### src/rtl/igemv_pkg.sv
package igemv_pkg;

   // field widths fixed by the stream format
   localparam int ACT_W        = 32;
   localparam int SCALE_W      = 32;
   localparam int WEIGHT_W     = 8;
   localparam int WEIGHT_LANES = 8;
   localparam int WPACK_W      = WEIGHT_W * WEIGHT_LANES;
   localparam int ACC_W        = 32;
   localparam int OUT_LANES    = 8;
   localparam int QACT_W       = 8;
   localparam int PROD_W       = ACT_W + SCALE_W;

   // defaults and limits
   localparam int LANES_DEFAULT = 8;
   localparam logic [SCALE_W-1:0] SCALE_RESET = 32'h0001_0000;

   // int8 saturation bounds on the rounded magnitude
   localparam logic [ACT_W-1:0] Q_MAX     = 32'd127;
   localparam logic [ACT_W-1:0] Q_MIN_MAG = 32'd128;
   localparam logic signed [QACT_W-1:0] Q_POS_SAT = 8'sd127;
   localparam logic signed [QACT_W-1:0] Q_NEG_SAT = -8'sd128;

   // quantised activation handed from the quantiser to the lanes
   typedef struct packed {
      logic                     valid;
      logic                     last;
      logic signed [QACT_W-1:0] act_q;
      logic [WPACK_W-1:0]       weights;
   } qnt_out_type;

endpackage

### src/rtl/igemv_quant.sv
module igemv_quant
   import igemv_pkg::*;
(
   input  logic               clock,
   input  logic               reset,
   input  logic               adv,
   input  logic               in_valid,
   input  logic [ACT_W-1:0]   activation,
   input  logic [WPACK_W-1:0] weights,
   input  logic               last,
   input  logic [SCALE_W-1:0] scale,
   output qnt_out_type        q_out
);

   // stage 1: sign and magnitude
   logic               s1_valid_ff, s1_valid_in;
   logic               s1_neg_ff;
   logic [ACT_W-1:0]   s1_mag_ff, s1_mag_in;
   logic [WPACK_W-1:0] s1_w_ff;
   logic               s1_last_ff;

   // stage 2: exact Q32.32 product
   logic               s2_valid_ff;
   logic               s2_neg_ff;
   logic [PROD_W-1:0]  s2_prod_ff, s2_prod_in;
   logic [WPACK_W-1:0] s2_w_ff;
   logic               s2_last_ff;

   // stage 3: rounded and clamped int8
   qnt_out_type        s3_ff, s3_in;

   logic [ACT_W-1:0]   whole;
   logic [ACT_W-1:0]   frac;
   logic               round_up;
   logic [ACT_W-1:0]   rounded;

   // magnitude of the most negative value wraps to itself, which is correct unsigned
   assign s1_mag_in   = activation[ACT_W-1] ? (~activation + 1'b1) : activation;
   assign s1_valid_in = in_valid;

   assign s2_prod_in = PROD_W'(s1_mag_ff) * PROD_W'(scale);

   // round to nearest, ties to even, then saturate on the magnitude
   always_comb begin
      whole    = s2_prod_ff[PROD_W-1:ACT_W];
      frac     = s2_prod_ff[ACT_W-1:0];
      round_up = frac[ACT_W-1] && ((frac[ACT_W-2:0] != '0) || whole[0]);
      rounded  = whole + ACT_W'(round_up);
      s3_in.valid   = s2_valid_ff;
      s3_in.last    = s2_last_ff;
      s3_in.weights = s2_w_ff;
      if (s2_neg_ff) begin
         if (rounded >= Q_MIN_MAG) begin
            s3_in.act_q = Q_NEG_SAT;
         end else begin
            s3_in.act_q = -$signed(rounded[QACT_W-1:0]);
         end
      end else begin
         if (rounded > Q_MAX) begin
            s3_in.act_q = Q_POS_SAT;
         end else begin
            s3_in.act_q = $signed(rounded[QACT_W-1:0]);
         end
      end
   end

   // valid bits of the pipeline and the output stage
   always_ff @(posedge clock) begin
      if (reset) begin
         s1_valid_ff <= 1'b0;
         s2_valid_ff <= 1'b0;
         s3_ff.valid <= 1'b0;
      end else if (adv) begin
         s1_valid_ff <= s1_valid_in;
         s2_valid_ff <= s1_valid_ff;
         s3_ff       <= s3_in;
      end
   end

   // payload of the pipeline
   always_ff @(posedge clock) begin
      if (adv) begin
         s1_neg_ff     <= activation[ACT_W-1];
         s1_mag_ff     <= s1_mag_in;
         s1_w_ff       <= weights;
         s1_last_ff    <= last;
         s2_neg_ff     <= s1_neg_ff;
         s2_prod_ff    <= s2_prod_in;
         s2_w_ff       <= s1_w_ff;
         s2_last_ff    <= s1_last_ff;
      end
   end

   assign q_out = s3_ff;

endmodule

### config.mk
export PLATFORM = sky130hd
export DESIGN_NAME = igemv_quant
export DESIGN_NICKNAME = d
export VERILOG_FILES = /design/src/rtl/igemv_pkg.sv /design/src/rtl/igemv_quant.sv
export SDC_FILE = /design/constraint.sdc
export NUM_CORES = 2
export LEC_CHECK = 0
export ABC_AREA = 1
export ABC_CLOCK_PERIOD_IN_PS = 9100
export BUFFER_PORTS_ARGS = -buffer_cell sky130_fd_sc_hd__buf_2
export CAP_MARGIN = 20
export CORE_ASPECT_RATIO = 0.9
export CORE_MARGIN = 2
export CORE_UTILIZATION = 60
export DETAILED_ROUTE_END_ITERATION = 6
export GPL_TIMING_DRIVEN = 0
export PLACE_DENSITY = 0.75
export SYNTH_ARGS = -nofsm -noshare
export SYNTH_HDL_FRONTEND = slang
export SYNTH_SLANG_ARGS = --single-unit
### constraint.sdc
create_clock -name clock -period 9.1 [get_ports clock]
set_clock_uncertainty 0.2 [all_clocks]
set_input_delay 1.82 -clock clock [delete_from_list [all_inputs] [get_ports clock]]
set_output_delay 1.82 -clock clock [all_outputs]
set_load 0.005 [all_outputs]
## Word level (Yosys, flattened, before mapping)

Cells that the tools add are included.

- Input port bits: 133
- Output and inout port bits: 74
- Logic and storage cells: 31
- Bits in registers: 304

- $lt $le $gt $ge: 2
- Bitwise logic cells: 2
- Multiplexer cells: 4
- $add $sub $neg: 3
- Multiply operators: 1
- Reductions and logical operators: 4

Operators with widths:

| kind | count |
|---|---|
| multiplier 32 x 32 -> 64 bit | 1 |
| adder 32 x 1 -> 32 bit | 1 |
| adder 32 x 1 -> 32 bit, second input constant | 1 |
| greater-or-equal comparator 32 x 8 -> 1 bit, second input constant | 1 |
| greater-than comparator 32 x 7 -> 1 bit, second input constant | 1 |
| NOT 32 bit | 1 |
| two-way mux 31 bit | 1 |
| nonzero test 31 bit | 1 |
| two-way mux 8 bit | 3 |
| negation 8 bit | 1 |
| AND reduction 2 bit | 1 |
| logical AND 1 bit | 1 |
| logical OR 1 bit | 1 |
| NOT 1 bit | 1 |

## Logic depth before layout (Yosys ltp)

- Depth after elaboration: 7
- Mapped depth: 30
- Gate-level depth less buffers: 29

## Worst setup path before layout

No wires, ideal clock.

- Path kind: input-to-reg
- Start: input port scale[9]
- End: register s2_prod_ff[61], data pin
- Required time: 8,648 ps
- Data arrival time: 7,622 ps
- Path slack: 1,026 ps
- Cell stages on the path: 24
- Setup time: 252 ps
- Buffers on the path: 1
- Path through: clkbuf_1 -> nand2_1 -> inv_1 -> fa_1 -> fa_1 -> inv_1 -> fa_1 -> fa_1 -> inv_1 -> fa_1 -> fa_1 -> fa_1 -> inv_1 -> fa_1 -> inv_1 -> ha_1 -> a21oi_1 -> o21a_1 -> a21boi_0 -> o21bai_1 -> a21oi_1 -> nand2_1 -> nand2_1 -> nand2_1

- Cells in the longest elaborated chain, start to end: 1

Ends and longest elaborated chain:

| item | line | source |
|---|---|---|
| from (decl) | igemv_quant.sv:11 | `input logic [SCALE_W-1:0] scale,` |
| multiplier 32 x 32 -> 64 bit | igemv_quant.sv:41 | `assign s2_prod_in = PROD_W'(s1_mag_ff) * PROD_W'(scale);` |
| via s2_prod_in[61] | igemv_quant.sv:25 | `logic [PROD_W-1:0] s2_prod_ff, s2_prod_in;` |
| to (signal assigned) | igemv_quant.sv:88 | `s2_prod_ff <= s2_prod_in;` |
| to (decl) | igemv_quant.sv:25 |  |

The timed path passes the listed nets, and every way through them passes these cells.
A chain may end at the register's enable or synchronous reset.

## Worst setup path in the final report

- Start: input port scale[25]
- End: register s2_prod_ff[61], data pin

Same word-level chain as after synthesis.

==> metrics <==
clock slew at reported path FFs=0.07 ns; CTS tree=yes; top fanout value on the critical path=10; synth top area cells=fa_1 39%, edfxtp_1 20%, inv_1 13%, nand2_1 11%, ha_1 7.2%; row cnt=96; worst rel slew slack=0.119; RR Startpoint=s1_mag_ff[12]; Critical Path AT=9.10 ns; post-synth top area share=0.388; top achievable clock speed=0.112 GHz; Slew Limit Fails=0; post-synthesis mux area share=0; worst slew pin tran=1.32 ns; Die Ht=267 um; Hold Fails Final Rpt=0; CTS root buf=clkbuf_16; max cap viols=0; fin nets=6,912; Worst Setup End Kind=register; post-synthesis compound-gate area fraction=0.0245; routed via count=36,500; R2R setup slack=0.74 ns; Synth Instances=5,361; vias in the first global route=36,900; IO Port Bufs=206; H-tree depth=2; Non-Filler Instances=6,677; metal3 WL=21,400 um; drt via density=5.47; layout cells sized above 1=0.0638; CTS Sinks=304; Metal-1 WL=58,300 um; Worst Hold Endpoint=s2_w_ff[24]; Yosys warnings=0; Post-DP HPWL=132,000 um; leading area contributor after synthesis=fa_1; post-synthesis net count=6,657; Post-CTS Hold Fix Bufs=0; Final ANT Viol Nets=0; worst hold start=s1_w_ff[24]; Min Clock Period, post-route=8.97 ns; final period utilization=0.985; die footprint=79,200 sq um; post-synthesis adder-cell area fraction=0.461; Synth cell types=37; FILL cells=6,464; Crit Path Class=input pin to register; # IOs=207; CTS Buf Count=34; commonest non-fill, non-tap cell in the layout=inv_1; Highest Signal Layer=met5; initial DRC count=4,002; Die Span X=297 um; initial antenna violation count=11; Routed wire per std cell=23.6 um; RR Endpoint=s2_prod_ff[38]; RePlAce Congestion=1.02; DP Worst Slack=-0.871 ns; sequential share of the synthesized area=0.197; Avg Inst Size Synth=8.62 sq um; XOR/XNOR Fraction of Synth Area=0.0169; most frequent cells in the layout=1,621 x inv_1, 1,395 x nand2_1, 896 x fa_1; FF-to-FF path depth=23; CTS max path bufs=3; combinational family with the most area after synthesis=adder cells; DRC=0; Final setup violation count=0; Hold/Removal Path Class=register to register; GRT Residual Overflow=0; WL final=158,000 um; Placed Instances=6,604; RSZ-0062 raised after global routing=false; #FFs+latches synth=304; met2 wire len=67,500 um; pin count of the biggest net entering global routing=113; Global Route Usage Sum=0.410; initial core utilization=0.606; First-pass DRT Iterations=6; Critical Path RT=9.24 ns; Startpoint Class=input pin; first-pass GRT wire length=231,000 um; simple logic cell fraction of the synthesized area=0.153; Area Growth Syn to Fin=8.36%; Final WS setup=0.133 ns; status=finished, final reports clean; clk_lat worst skew=0.59 ns; core footprint=76,300 sq um; hold path cells=0; Mapped Area=46,200 sq um
worst max-delay path, cell delays in order:
cell	delay [ns]
buf_2	0.23
clkbuf_1	0.65
nand2_1	0.16
fa_1	0.52
inv_1	0.05
fa_1	0.48
fa_1	0.66
fa_1	0.48
fa_1	0.50
fa_1	0.43
fa_1	0.51
inv_1	0.05
fa_1	0.63
inv_1	0.07
ha_1	0.36
a21oi_1	0.28
o21ai_0	0.22
a21boi_1	0.40
o21bai_1	0.15
a21oi_1	0.25
nand2_1	0.08
nand2_1	0.06
nand2_1	0.04
how the worst max path moves through the flow:
stage / from / end / slack, ns / cells after the start
6_report: scale[25] / s2_prod_ff[61] / 0.13 / 23
5_1_grt: scale[6] / s2_prod_ff[38] / 0.0005 / 24
4_1_cts: scale[12] / s2_prod_ff[63] / 0.007 / 24
2_1_floorplan: scale[9] / s2_prod_ff[61] / 1.03 / 24
3_3_place_gp: adv / q_out[57] / -1.86 / 3
3_5_place_dp: scale[9] / s2_prod_ff[63] / -0.87 / 24
per-stage QoR:
stage / setup TNS (ns) / utilization / area [sq um] / hold WS, ns
6_report: 0 / 0.656 / 50100 / 0.208
5_1_grt: 0 / 0.656 / 50100 / 0.220
4_1_cts: 0 / 0.655 / 49900 / 0.215
3_5_place_dp: -17.86 / 0.638 / 48700 / 0.205
3_3_place_gp: -151.47 / 0.636 / 48500 / 0.200
2_1_floorplan: 0 / - / 46200 / 0.200
flip-flops by register name, summed over array words and instances, names as in the netlist, 32 cells and up:
name,flops
q_out,74
s1_mag_ff,32
s1_w_ff,64
s2_prod_ff,64
s2_w_ff,64
area by class of cell:
cell class | instances | area [sq um] | area share
antenna | 6 | 15.0 | 0.000300
buffer | 196 | 812 | 0.0162
clock buffer | 36 | 858 | 0.0171
clock inverter | 26 | 360 | 0.00720
inverter | 1623 | 6090 | 0.122
multi-input combinational | 3238 | 30300 | 0.605
sequential | 304 | 9100 | 0.182
tap | 1029 | 1290 | 0.0257
timing repair buffer | 219 | 1270 | 0.0253
per-layer routing:
| layer | vias up | global-route usage |
|---|---|---|
| met4 | 6 | 0.217 |
| li1 | 15900 | - |
| met2 | 2326 | 0.609 |
| met3 | 477 | 0.141 |
| met1 | 17900 | 0.532 |
| met5 | - | 0.000625 |
kinds of logic after synthesis:
kind of cell	count (synthesis)
flip-flops	304
AO/OA/AOI/OAI	207
AND/OR/NAND/NOR	1779
buffers and inverters	1819
adder cells (fa/ha/maj)	1163
XOR/XNOR	89
cells in the mapped netlist:
| cell | instances |
|---|---|
| nor2_2 | 6 |
| clkinv_1 | 2 |
| a21oi_1 | 90 |
| a21boi_0 | 2 |
| and2_1 | 1 |
| a211oi_1 | 1 |
| buf_1 | 1 |
| a21o_1 | 8 |
| o21ai_1 | 5 |
| nor2_1 | 212 |
| o21bai_1 | 15 |
| fa_1 | 896 |
| nand4_1 | 34 |
| inv_1 | 1621 |
| a31oi_1 | 14 |
| o21a_1 | 5 |
| edfxtp_1 | 301 |
| buf_6 | 1 |
| xor2_1 | 59 |
| o31ai_1 | 1 |
| nor4_1 | 4 |
| nand2_4 | 1 |
| o21ai_0 | 66 |
| nand2_2 | 10 |
| dfxtp_1 | 3 |
| clkbuf_1 | 194 |
| nand3_2 | 2 |
| and3_1 | 1 |
| nand3b_1 | 6 |
| ha_1 | 267 |
| nand2_1 | 1395 |
| or2_2 | 1 |
| nor3_1 | 20 |
| nor2_4 | 11 |
| xnor2_1 | 30 |
| nor2_8 | 1 |
| nand3_1 | 74 |
timing repair:
action,in CTS,in global routing
gates cloned,0,0
setup endpoints to repair,7,23
pin swaps,0,0
buffers inserted,0,0
gates resized for setup,25,75
Power is not shown: default switching activity piles up to over one toggle a cycle in this logic, so the estimate is an artifact.
