File: src/rtl/igemv_pkg.sv
package igemv_pkg;

   // field widths fixed by the stream format
   localparam int ACT_W        = 32;
   localparam int SCALE_W      = 32;
   localparam int WEIGHT_W     = 8;
   localparam int WEIGHT_LANES = 8;
   localparam int WPACK_W      = WEIGHT_W * WEIGHT_LANES;
   localparam int ACC_W        = 32;
   localparam int OUT_LANES    = 8;
   localparam int QACT_W       = 8;
   localparam int PROD_W       = ACT_W + SCALE_W;

   // defaults and limits
   localparam int LANES_DEFAULT = 8;
   localparam logic [SCALE_W-1:0] SCALE_RESET = 32'h0001_0000;

   // int8 saturation bounds on the rounded magnitude
   localparam logic [ACT_W-1:0] Q_MAX     = 32'd127;
   localparam logic [ACT_W-1:0] Q_MIN_MAG = 32'd128;
   localparam logic signed [QACT_W-1:0] Q_POS_SAT = 8'sd127;
   localparam logic signed [QACT_W-1:0] Q_NEG_SAT = -8'sd128;

   // quantised activation handed from the quantiser to the lanes
   typedef struct packed {
      logic                     valid;
      logic                     last;
      logic signed [QACT_W-1:0] act_q;
      logic [WPACK_W-1:0]       weights;
   } qnt_out_type;

endpackage

File: src/rtl/igemv_lane.sv
module igemv_lane
   import igemv_pkg::*;
(
   input  logic                       clock,
   input  logic                       reset,
   input  logic                       enable,
   input  logic                       last,
   input  logic signed [QACT_W-1:0]   act_q,
   input  logic signed [WEIGHT_W-1:0] weight,
   output logic [ACC_W-1:0]           sum
);

   localparam int MUL_W = QACT_W + WEIGHT_W;

   logic [ACC_W-1:0]        acc_ff, acc_in;
   logic signed [MUL_W-1:0] prod;

   // int8 by int8 product, sign extended into the wrapping accumulator
   assign prod   = act_q * weight;
   assign sum    = acc_ff + {{(ACC_W-MUL_W){prod[MUL_W-1]}}, prod};
   assign acc_in = last ? '0 : sum;

   // accumulator, cleared once its sum has been handed on
   always_ff @(posedge clock) begin
      if (reset) begin
         acc_ff <= '0;
      end else if (enable) begin
         acc_ff <= acc_in;
      end
   end

endmodule

File: config.mk
export PLATFORM = sky130hd
export DESIGN_NAME = igemv_lane
export DESIGN_NICKNAME = d
export VERILOG_FILES = /design/src/rtl/igemv_pkg.sv /design/src/rtl/igemv_lane.sv
export SDC_FILE = /design/constraint.sdc
export NUM_CORES = 1
export LEC_CHECK = 0
export ABC_AREA = 1
export BUFFER_PORTS_ARGS = -buffer_cell sky130_fd_sc_hd__buf_2
export CAP_MARGIN = 30
export CORE_MARGIN = 2
export CORE_UTILIZATION = 50
export DETAILED_ROUTE_END_ITERATION = 8
export MAX_ROUTING_LAYER = met4
export PLACE_DENSITY = 0.72
export SYNTH_ARGS = -nofsm -noshare
export SYNTH_HDL_FRONTEND = slang
export SYNTH_SLANG_ARGS = --single-unit
File: constraint.sdc
create_clock -name clock -period 9 [get_ports clock]
set_input_delay 1.8 -clock clock [delete_from_list [all_inputs] [get_ports clock]]
set_output_delay 1.8 -clock clock [all_outputs]
set_load 0.02 [all_outputs]
# Yosys cells after proc, flatten, opt, wreduce, memory -nomap -nowiden
# Index checks and enable logic that the tools add are counted.
# word_totals
register_bits,32
output_inout_bits,32
inputBits,20
wordCells,4
# op_classes
add_sub_neg,1
n_mul,1
mux,1
# ops
operator,n
adder 32 bit,1
two-way mux 32 bit,1
multiplier 8 x 8 -> 16 bit,1

# Logic depth before layout (Yosys ltp)
# Gate-level depths: netlist (run 1).
# logic_depth
word_depth,3
ltp_mapped,35

# Least setup slack after synthesis (run 1)
# Ideal clock, no wire load.
# synth_timing
kind,input to output
from,input port weight[2]
to,output port sum[20]
path_stages,26
slack_ns,0.017
arrival_time_ns,7.183
path_cell_list,clkbuf_1 -> nand2_1 -> inv_1 -> fa_1 -> inv_1 -> fa_1 -> inv_1 -> fa_1 -> inv_1 -> fa_1 -> inv_1 -> ha_1 -> nand2_1 -> nor2_1 -> nand3_1 -> nand3_1 -> inv_1 -> nand2_1 -> nand2_1 -> ha_1 -> a21oi_1 -> a21boi_1 -> o21bai_1 -> inv_1 -> nand3_1 -> xor2_1
# synth_via
elab_chain_cells,2
# synth_rtl
item,line,rtl
from (decl),igemv_lane.sv:9,"input logic signed [WEIGHT_W-1:0] weight,"
multiplier 8 x 8 -> 16 bit,igemv_lane.sv:19,assign prod = act_q * weight;
adder 32 bit,igemv_lane.sv:20,"assign sum = acc_ff + {{(ACC_W-MUL_W){prod[MUL_W-1]}}, prod};"
to (decl),igemv_lane.sv:10,output logic [ACC_W-1:0] sum
# Every way passes these cells.

# Worst setup path in the final report (run 1)
# layout_timing
from,input port weight[4]
to,output port sum[21]
# Same word-level chain as after synthesis.

==> results.md, run 1 <==
* outcome: completed
* endpoint of the worst-slack reg-to-reg timing path: acc_ff[13]
* number of distinct library cell variants in the gate-level netlist after synthesis: 42
* Worst-Margin Slew: 0.8070 ns
* maximum achievable frequency: 112.5 MHz
* Slowest Stage Delay on Critical Path: 0.57 ns
* TritonCTS clock tree: built
* ANT cells: 0
* signal arrival time at the worst endpoint: 7.09 ns
* fraction of layout instances using a drive strength above 1: 30.30%
* depth of the worst register-to-register path: 11
* cell at the slowest stage of the critical path: sky130_fd_sc_hd__fa_1
* largest fanout on the critical path: 6
* largest net degree at the start of global routing: 33
* number of fillers in the final layout: 959
* global routing met2 resource utilization: 41.84%
* highest-utilization routing layer at the global route stage: met2
* Avg Cell Area, Syn: 6.583 um^2
* R2R Setup Slk: 6.79 ns
* Global Route met3 Usage: 2.444%
* drt total wl: 17.32 mm
* number of global-route vias before repair: 5740
* post-route core utilization: 67.82%
* Starting Density: 50.68%
* total instance count after detailed placement: 1164
* per-cell routed wire length: 14.56 um
* FF/Latch Area: 640.6 um^2
* number of buffers created by CTS: 5
* post-DP HPWL: 12.75 mm
* drt initial violations: 420
* aggregate global routing overflow: 0
* CTS H-tree depth: 2
* combined area of the multi-input logic cells: 5245 um^2
* initial antenna violation count: 0
* sort of element at the start of the critical path: primary input
* wire length of the first global-routing pass: 26.65 mm
* Largest Register: acc_ff
* least setup slack across all paths after layout: 0.1112 ns
* Yosys warnings: 0
* endpoint with the worst hold slack: acc_ff[29]
* pins over their slew limit: 0
* CP startpoint: weight[4]
* worst r2r src: acc_ff[2]
* buffers and inverters on the worst path: 10
* setup slack at placement: -0.1167 ns
* number of enable flip-flop cells after synthesis: 0
* Top delay family on crit path: adder cells
* hold-fix buffer count after cts: 0
* RePlAce Congestion: 1.019
* area enclosed by the die boundary: 12970 um^2
* netlist area before placement: 6037 um^2
* clock insertion delay at the later pin of the skew report: 0.28 ns
* met1 demand-to-capacity share in global routing: 35.61%
* number of rows created at floorplan: 40
* core area: 11910 um^2
* IO Pins: 52
* DRC violation count after routing: 0
* vias per std cell: 5.197
* NumNets Final: 1180
* final hold viol count: 0
* total global-route track usage: 25.85%
* proportion of synthesized flip-flops having asynchronous set or reset: 0%
* period utilisation layout: 98.76%
* buffers from clock root to sink, at most: 2
* Crit path required time: 7.20 ns
* clock transition at the registers of the reported paths: 0.06 ns
* Post-Route Skew: 0.006788 ns
* clk root buf: sky130_fd_sc_hd__clkbuf_16
* cell depth of the worst min-delay path: 2
* Num Clock Sinks: 32
* final antenna-violating net count: 0
* syn_nets: 1055
* Die Span X: 113.9 um
* count of maximum capacitance violations: 0
* total of endpoints with negative setup slack in the final report: 0
* most frequently used flop master after synthesis: sky130_fd_sc_hd__dfxtp_1
* buffers added on ports: 51
* number of register bits inferred by synthesis: 32
* CP Class: primary input to output port
* total negative slack for setup checks: 0 ns
* shortest period the worst path allows: 8.889 ns
* classification of the worst-slack hold path: register to register
* number of flip-flops under the largest register name: 32
* vias after detailed routing: 6185
* Setup crit end kind: output port
* leading registers by flop count: acc_ff x32
* remaining max-slew budget at the tightest pin: 46.14%
* Synth-to-Final Area Change: 33.80%
* portion of the post-synthesis area used by sequential elements: 10.61%
* dominant cell type by count on the critical path: sky130_fd_sc_hd__fa_1
* Syn Inst Count: 917
* 1st-pass router iterations: 6
* final cell count without fillers: 1190
* worst min-delay path startpoint: acc_ff[29]
* height of the chip: 113.9 um
[synthesized netlist by cell type (6+ instances only)]
cell                         n  share of area, %
sky130_fd_sc_hd__inv_1     202                13
sky130_fd_sc_hd__o21ai_0    14               1.2
sky130_fd_sc_hd__xnor2_1     7               1.0
sky130_fd_sc_hd__nand2_1   242                15
sky130_fd_sc_hd__xor2_1     16               2.3
sky130_fd_sc_hd__a21oi_1    74               6.1
sky130_fd_sc_hd__fa_1       56                19
sky130_fd_sc_hd__nand3b_1    7              0.87
sky130_fd_sc_hd__o21bai_1    6              0.75
sky130_fd_sc_hd__and2_1     12               1.2
sky130_fd_sc_hd__nand3_1    41               3.4
sky130_fd_sc_hd__dfxtp_1    32                11
sky130_fd_sc_hd__inv_2       6              0.37
sky130_fd_sc_hd__nor2_1     49               3.0
sky130_fd_sc_hd__nand2_2    16               1.7
sky130_fd_sc_hd__clkbuf_1   21               1.3
sky130_fd_sc_hd__ha_1       62                13
[cells in the final DEF, fill, tap and decap left out, types with 9 or more instances in the layout]
master                    netlist  final
sky130_fd_sc_hd__nand2_1      242    222
sky130_fd_sc_hd__xor2_1        16     14
sky130_fd_sc_hd__nand2_2       16     28
sky130_fd_sc_hd__nor2_4         2      9
sky130_fd_sc_hd__buf_4          0     88
sky130_fd_sc_hd__buf_2          3     37
sky130_fd_sc_hd__a21oi_2        5     23
sky130_fd_sc_hd__o21ai_1        5     11
sky130_fd_sc_hd__dfxtp_1       32     32
sky130_fd_sc_hd__a21oi_1       74     55
sky130_fd_sc_hd__inv_2          6     20
sky130_fd_sc_hd__nand3_1       41     33
sky130_fd_sc_hd__ha_4           0     26
sky130_fd_sc_hd__nor2_1        49     32
sky130_fd_sc_hd__ha_1          62     36
sky130_fd_sc_hd__and2_1        12     10
sky130_fd_sc_hd__buf_6          0      9
sky130_fd_sc_hd__nor2_2         3     13
sky130_fd_sc_hd__fa_1          56     56
sky130_fd_sc_hd__inv_1        202    188
[stage by stage]
stage | cell area [um^2] | hold WS [ns]
2_1_floorplan | 6037 | 0.4425
3_3_place_gp | 6938 | 0.4590
3_5_place_dp | 6965 | 0.4620
4_1_cts | 7193 | 0.4711
5_1_grt | 8078 | 0.4876
6_report | 8078 | 0.4721
[how the worst max path moves through the flow]
| stage | end | slack [ns] | cells past startpoint |
|---|---|---|---|
| finish | sum[21] | 0.11 | 29 |
| global route | sum[27] | -0.15 | 30 |
| CTS | sum[28] | 0.01 | 29 |
| detailed placement | sum[29] | -0.12 | 29 |
| global placement | sum[28] | -0.04 | 28 |
| floorplan | sum[20] | 0.02 | 26 |
[routing by layer]
layer | wire length, um | up-vias
li1 | - | 3045
met1 | 7523 | 2897
met2 | 8414 | 210
met3 | 1017 | 33
met4 | 366 | 0
met5 | 0 | -
[repair_timing]
action,in CTS,in global routing
pin swaps,15,63
cloned,0,3
gates resized for setup,14,168
setup endpoints to repair,15,23
setup buffers,3,12
[cell families (layout without fill, tap and decap cells)]
family / after synthesis / in the layout / share of synthesized area (%)
compound gates: 114 / 114 / 10.45
xor+xnor: 26 / 26 / 4.145
fa+ha+maj: 118 / 118 / 31.42
buf+inv: 233 / 359 / 14.55
flops: 32 / 32 / 10.61
simple gates: 394 / 394 / 28.83
[tightest hold or removal path: stages (launching register included)]
cell                      delay [ns]
sky130_fd_sc_hd__dfxtp_1        0.31
sky130_fd_sc_hd__nand2_1        0.06
sky130_fd_sc_hd__a21oi_1        0.05
[area by class of cell]
type / count / share of cell area, %
Sequential cell: 32 / 7.931
Clock buffer: 6 / 1.719
Clock inverter: 2 / 0.1239
Inverter: 209 / 9.712
Multi-Input combinational cell: 652 / 64.93
Timing Repair Buffer: 142 / 13.31
Tap cell: 147 / 2.277
Power of run 1 is left out: the tool's default activity adds up to more than one toggle a clock period on the data nets, which glitch-free logic cannot reach.
==> run 2: changes to the inputs <==
- BUFFER_PORTS_ARGS: -buffer_cell sky130_fd_sc_hd__buf_2 -> -buffer_cell sky130_fd_sc_hd__buf_4
- CORE_UTILIZATION: 50 -> 40
- PLACE_DENSITY: 0.72 -> 0.6
==> run 2 against run 1 <==
Worst setup slack improved by 0.057 ns. First-iteration DRC count decreased by 23%. Non-clock buffer count grew 7. Critical endpoint is now sum[20].
==> results.md, run 2 (synthesized netlist as in run 1, its figures left out) <==
* final hold viol count: 0, unchanged
* Synth-to-Final Area Change: 35.83%
* classification of the worst-slack hold path: register to register
* NumNets Final: 1187, +0.59%
* clock insertion delay at the later pin of the skew report: 0.30 ns, +0.02 ns
* RePlAce Congestion: 0.9750, -4.3%
* 1st-pass router iterations: 4, -2
* clk root buf: sky130_fd_sc_hd__clkbuf_16
* number of buffers created by CTS: 5, unchanged
* number of fillers in the final layout: 1405, +47%
* number of global-route vias before repair: 5862, +2.1%
* core area: 14640 um^2, +23%
* maximum achievable frequency: 113.2 MHz, +0.64%
* Largest Register: acc_ff
* remaining max-slew budget at the tightest pin: 46.51%, +0.37 points
* number of rows created at floorplan: 44, +10%
* Crit path required time: 7.20 ns, about the same
* pins over their slew limit: 0, unchanged
* DRC violation count after routing: 0, unchanged
* initial antenna violation count: 0, unchanged
* count of maximum capacitance violations: 0, unchanged
* endpoint of the worst-slack reg-to-reg timing path: acc_ff[14]
* Setup crit end kind: output port
* number of flip-flops under the largest register name: 32, unchanged
* area enclosed by the die boundary: 16090 um^2, +24%
* per-cell routed wire length: 13.69 um, -5.9%
* CP Class: primary input to output port
* endpoint with the worst hold slack: acc_ff[29]
* vias per std cell: 4.773, -8.2%
* outcome: completed
* total negative slack for setup checks: 0 ns, unchanged
* leading registers by flop count: acc_ff x32
* hold-fix buffer count after cts: 0, unchanged
* post-DP HPWL: 13.31 mm, +4.3%
* buffers added on ports: 51, unchanged
* depth of the worst register-to-register path: 11, unchanged
* wire length of the first global-routing pass: 27.35 mm, +2.6%
* final antenna-violating net count: 0, unchanged
* total global-route track usage: 21.32%, -4.5 points
* Worst-Margin Slew: 0.8004 ns, -0.006571 ns
* IO Pins: 52, unchanged
* CTS H-tree depth: 2, unchanged
* unrepaired setup endpoints after global routing: yes
* cell depth of the worst min-delay path: 2, unchanged
* ANT cells: 0, unchanged
* most common cell after layout, fill and taps aside: sky130_fd_sc_hd__nand2_1
* commonest cells after routing, fill and taps aside: 225 x sky130_fd_sc_hd__nand2_1, 188 x sky130_fd_sc_hd__inv_1, 136 x sky130_fd_sc_hd__buf_4
* worst min-delay path startpoint: acc_ff[29]
* shortest period the worst path allows: 8.832 ns, -0.05671 ns
* aggregate global routing overflow: 0, unchanged
* Starting Density: 41.23%, -9.5 points
* vias after detailed routing: 5890, -4.8%
* Die Span X: 126.9 um, +11%
* Num Clock Sinks: 32, unchanged
* period utilisation layout: 98.13%, -0.63 points
* TritonCTS clock tree: built
* largest fanout on the critical path: 5, -1
* Post-Route Skew: 0.005941 ns, -0.0008464 ns
* signal arrival time at the worst endpoint: 7.03 ns, -0.06 ns
* largest net degree at the start of global routing: 34, +3.0%
* total of endpoints with negative setup slack in the final report: 0, unchanged
* sort of element at the start of the critical path: primary input
* buffers from clock root to sink, at most: 2, unchanged
* height of the chip: 126.9 um, +11%
* drt initial violations: 324, -23%
* drt total wl: 16.90 mm, -2.5%
* R2R Setup Slk: 6.68 ns, -0.11 ns
* fraction of layout instances using a drive strength above 1: 29.81%, -0.49 points
* clock transition at the registers of the reported paths: 0.05 ns, about the same
* worst r2r src: acc_ff[0]
-- run 2: cell count changes in the layout (fill, tap and decap cells not counted), sizes merged --
cell    before  now
buf        136  147
clkbuf      12   10
clkinv       3    1
-- run 2: per-stage QoR --
stage / hold slack [ns] / utilization, % / cell area [um^2] / worst slack (ns) / instances
floorplan: 0.4425 / - / 6037 / 0.01674 / 917
global placement: 0.4597 / 49.37 / 7229 / -0.1958 / 1215
detailed placement: 0.4638 / 49.37 / 7229 / -0.2157 / 1215
CTS: 0.4720 / 50.87 / 7450 / -0.008970 / 1224
global route: 0.4840 / 56.00 / 8200 / -0.1490 / 1234
finish: 0.4702 / 56.00 / 8200 / 0.1679 / 1234
-- run 2: how the worst max path moves through the flow --
| stage | to | from | slack, ns | cells after the start |
|---|---|---|---|---|
| detailed placement | sum[29] | act_q[0] | -0.22 | 28 |
| global placement | sum[29] | act_q[0] | -0.20 | 28 |
| global route | sum[25] | act_q[7] | -0.15 | 32 |
| floorplan | sum[20] | weight[2] | 0.02 | 26 |
| finish | sum[20] | weight[3] | 0.17 | 27 |
| CTS | sum[25] | weight[4] | -0.009 | 31 |
-- run 2: metal layers --
| layer | part of all wire [%] | up-vias | track usage (%) | wire length (um) |
|---|---|---|---|---|
| met3 | 3.2 | 22 | 2.235 | 545 |
| met2 | 48 | 87 | 34.63 | 8057 |
| met1 | 48 | 2724 | 29.36 | 8048 |
| li1 | - | 3057 | - | - |
| met5 | 0 | - | - | 0 |
| met4 | 1.4 | 0 | 3.555 | 244 |
-- run 2: timing repair --
| action | 4_1_cts | 5_1_grt |
|---|---|---|
| pin swaps | 4 | 61 |
| setup buffers | 1 | 8 |
| gates cloned | 0 | 2 |
| endpoints found under the setup margin | 15 | 23 |
| gates resized for setup | 14 | 139 |
-- run 2: cell type report --
class	instances	area (um^2)	area share [%]
well taps	184	230.2	2.807
flip-flops and latches	32	640.6	7.812
clock buffers	8	146.4	1.785
multi-input cells	652	5189	63.27
repair buffers	149	1207	14.72
inverters	209	787.0	9.597
-- run 2: critical path, stage by stage --
cell and delay, ns:
sky130_fd_sc_hd__buf_4 0.14, sky130_fd_sc_hd__nand2_2 0.07, sky130_fd_sc_hd__inv_2 0.04, sky130_fd_sc_hd__fa_1 0.55, sky130_fd_sc_hd__inv_2 0.07, sky130_fd_sc_hd__buf_4 0.14, sky130_fd_sc_hd__fa_1 0.55, sky130_fd_sc_hd__fa_1 0.43
sky130_fd_sc_hd__fa_1 0.51, sky130_fd_sc_hd__inv_1 0.04, sky130_fd_sc_hd__ha_1 0.31, sky130_fd_sc_hd__nand2_2 0.10, sky130_fd_sc_hd__inv_1 0.06, sky130_fd_sc_hd__a21oi_2 0.15, sky130_fd_sc_hd__nand3_2 0.12, sky130_fd_sc_hd__inv_1 0.08
sky130_fd_sc_hd__nand2_2 0.07, sky130_fd_sc_hd__nand2_4 0.12, sky130_fd_sc_hd__clkbuf_16 0.17, sky130_fd_sc_hd__ha_4 0.21, sky130_fd_sc_hd__a21oi_1 0.25, sky130_fd_sc_hd__o21ai_1 0.19, sky130_fd_sc_hd__o21bai_2 0.25, sky130_fd_sc_hd__inv_1 0.08
sky130_fd_sc_hd__nand3_2 0.13, sky130_fd_sc_hd__xor2_2 0.21, sky130_fd_sc_hd__buf_4 0.17
Power of run 2 is left out for the same reason.
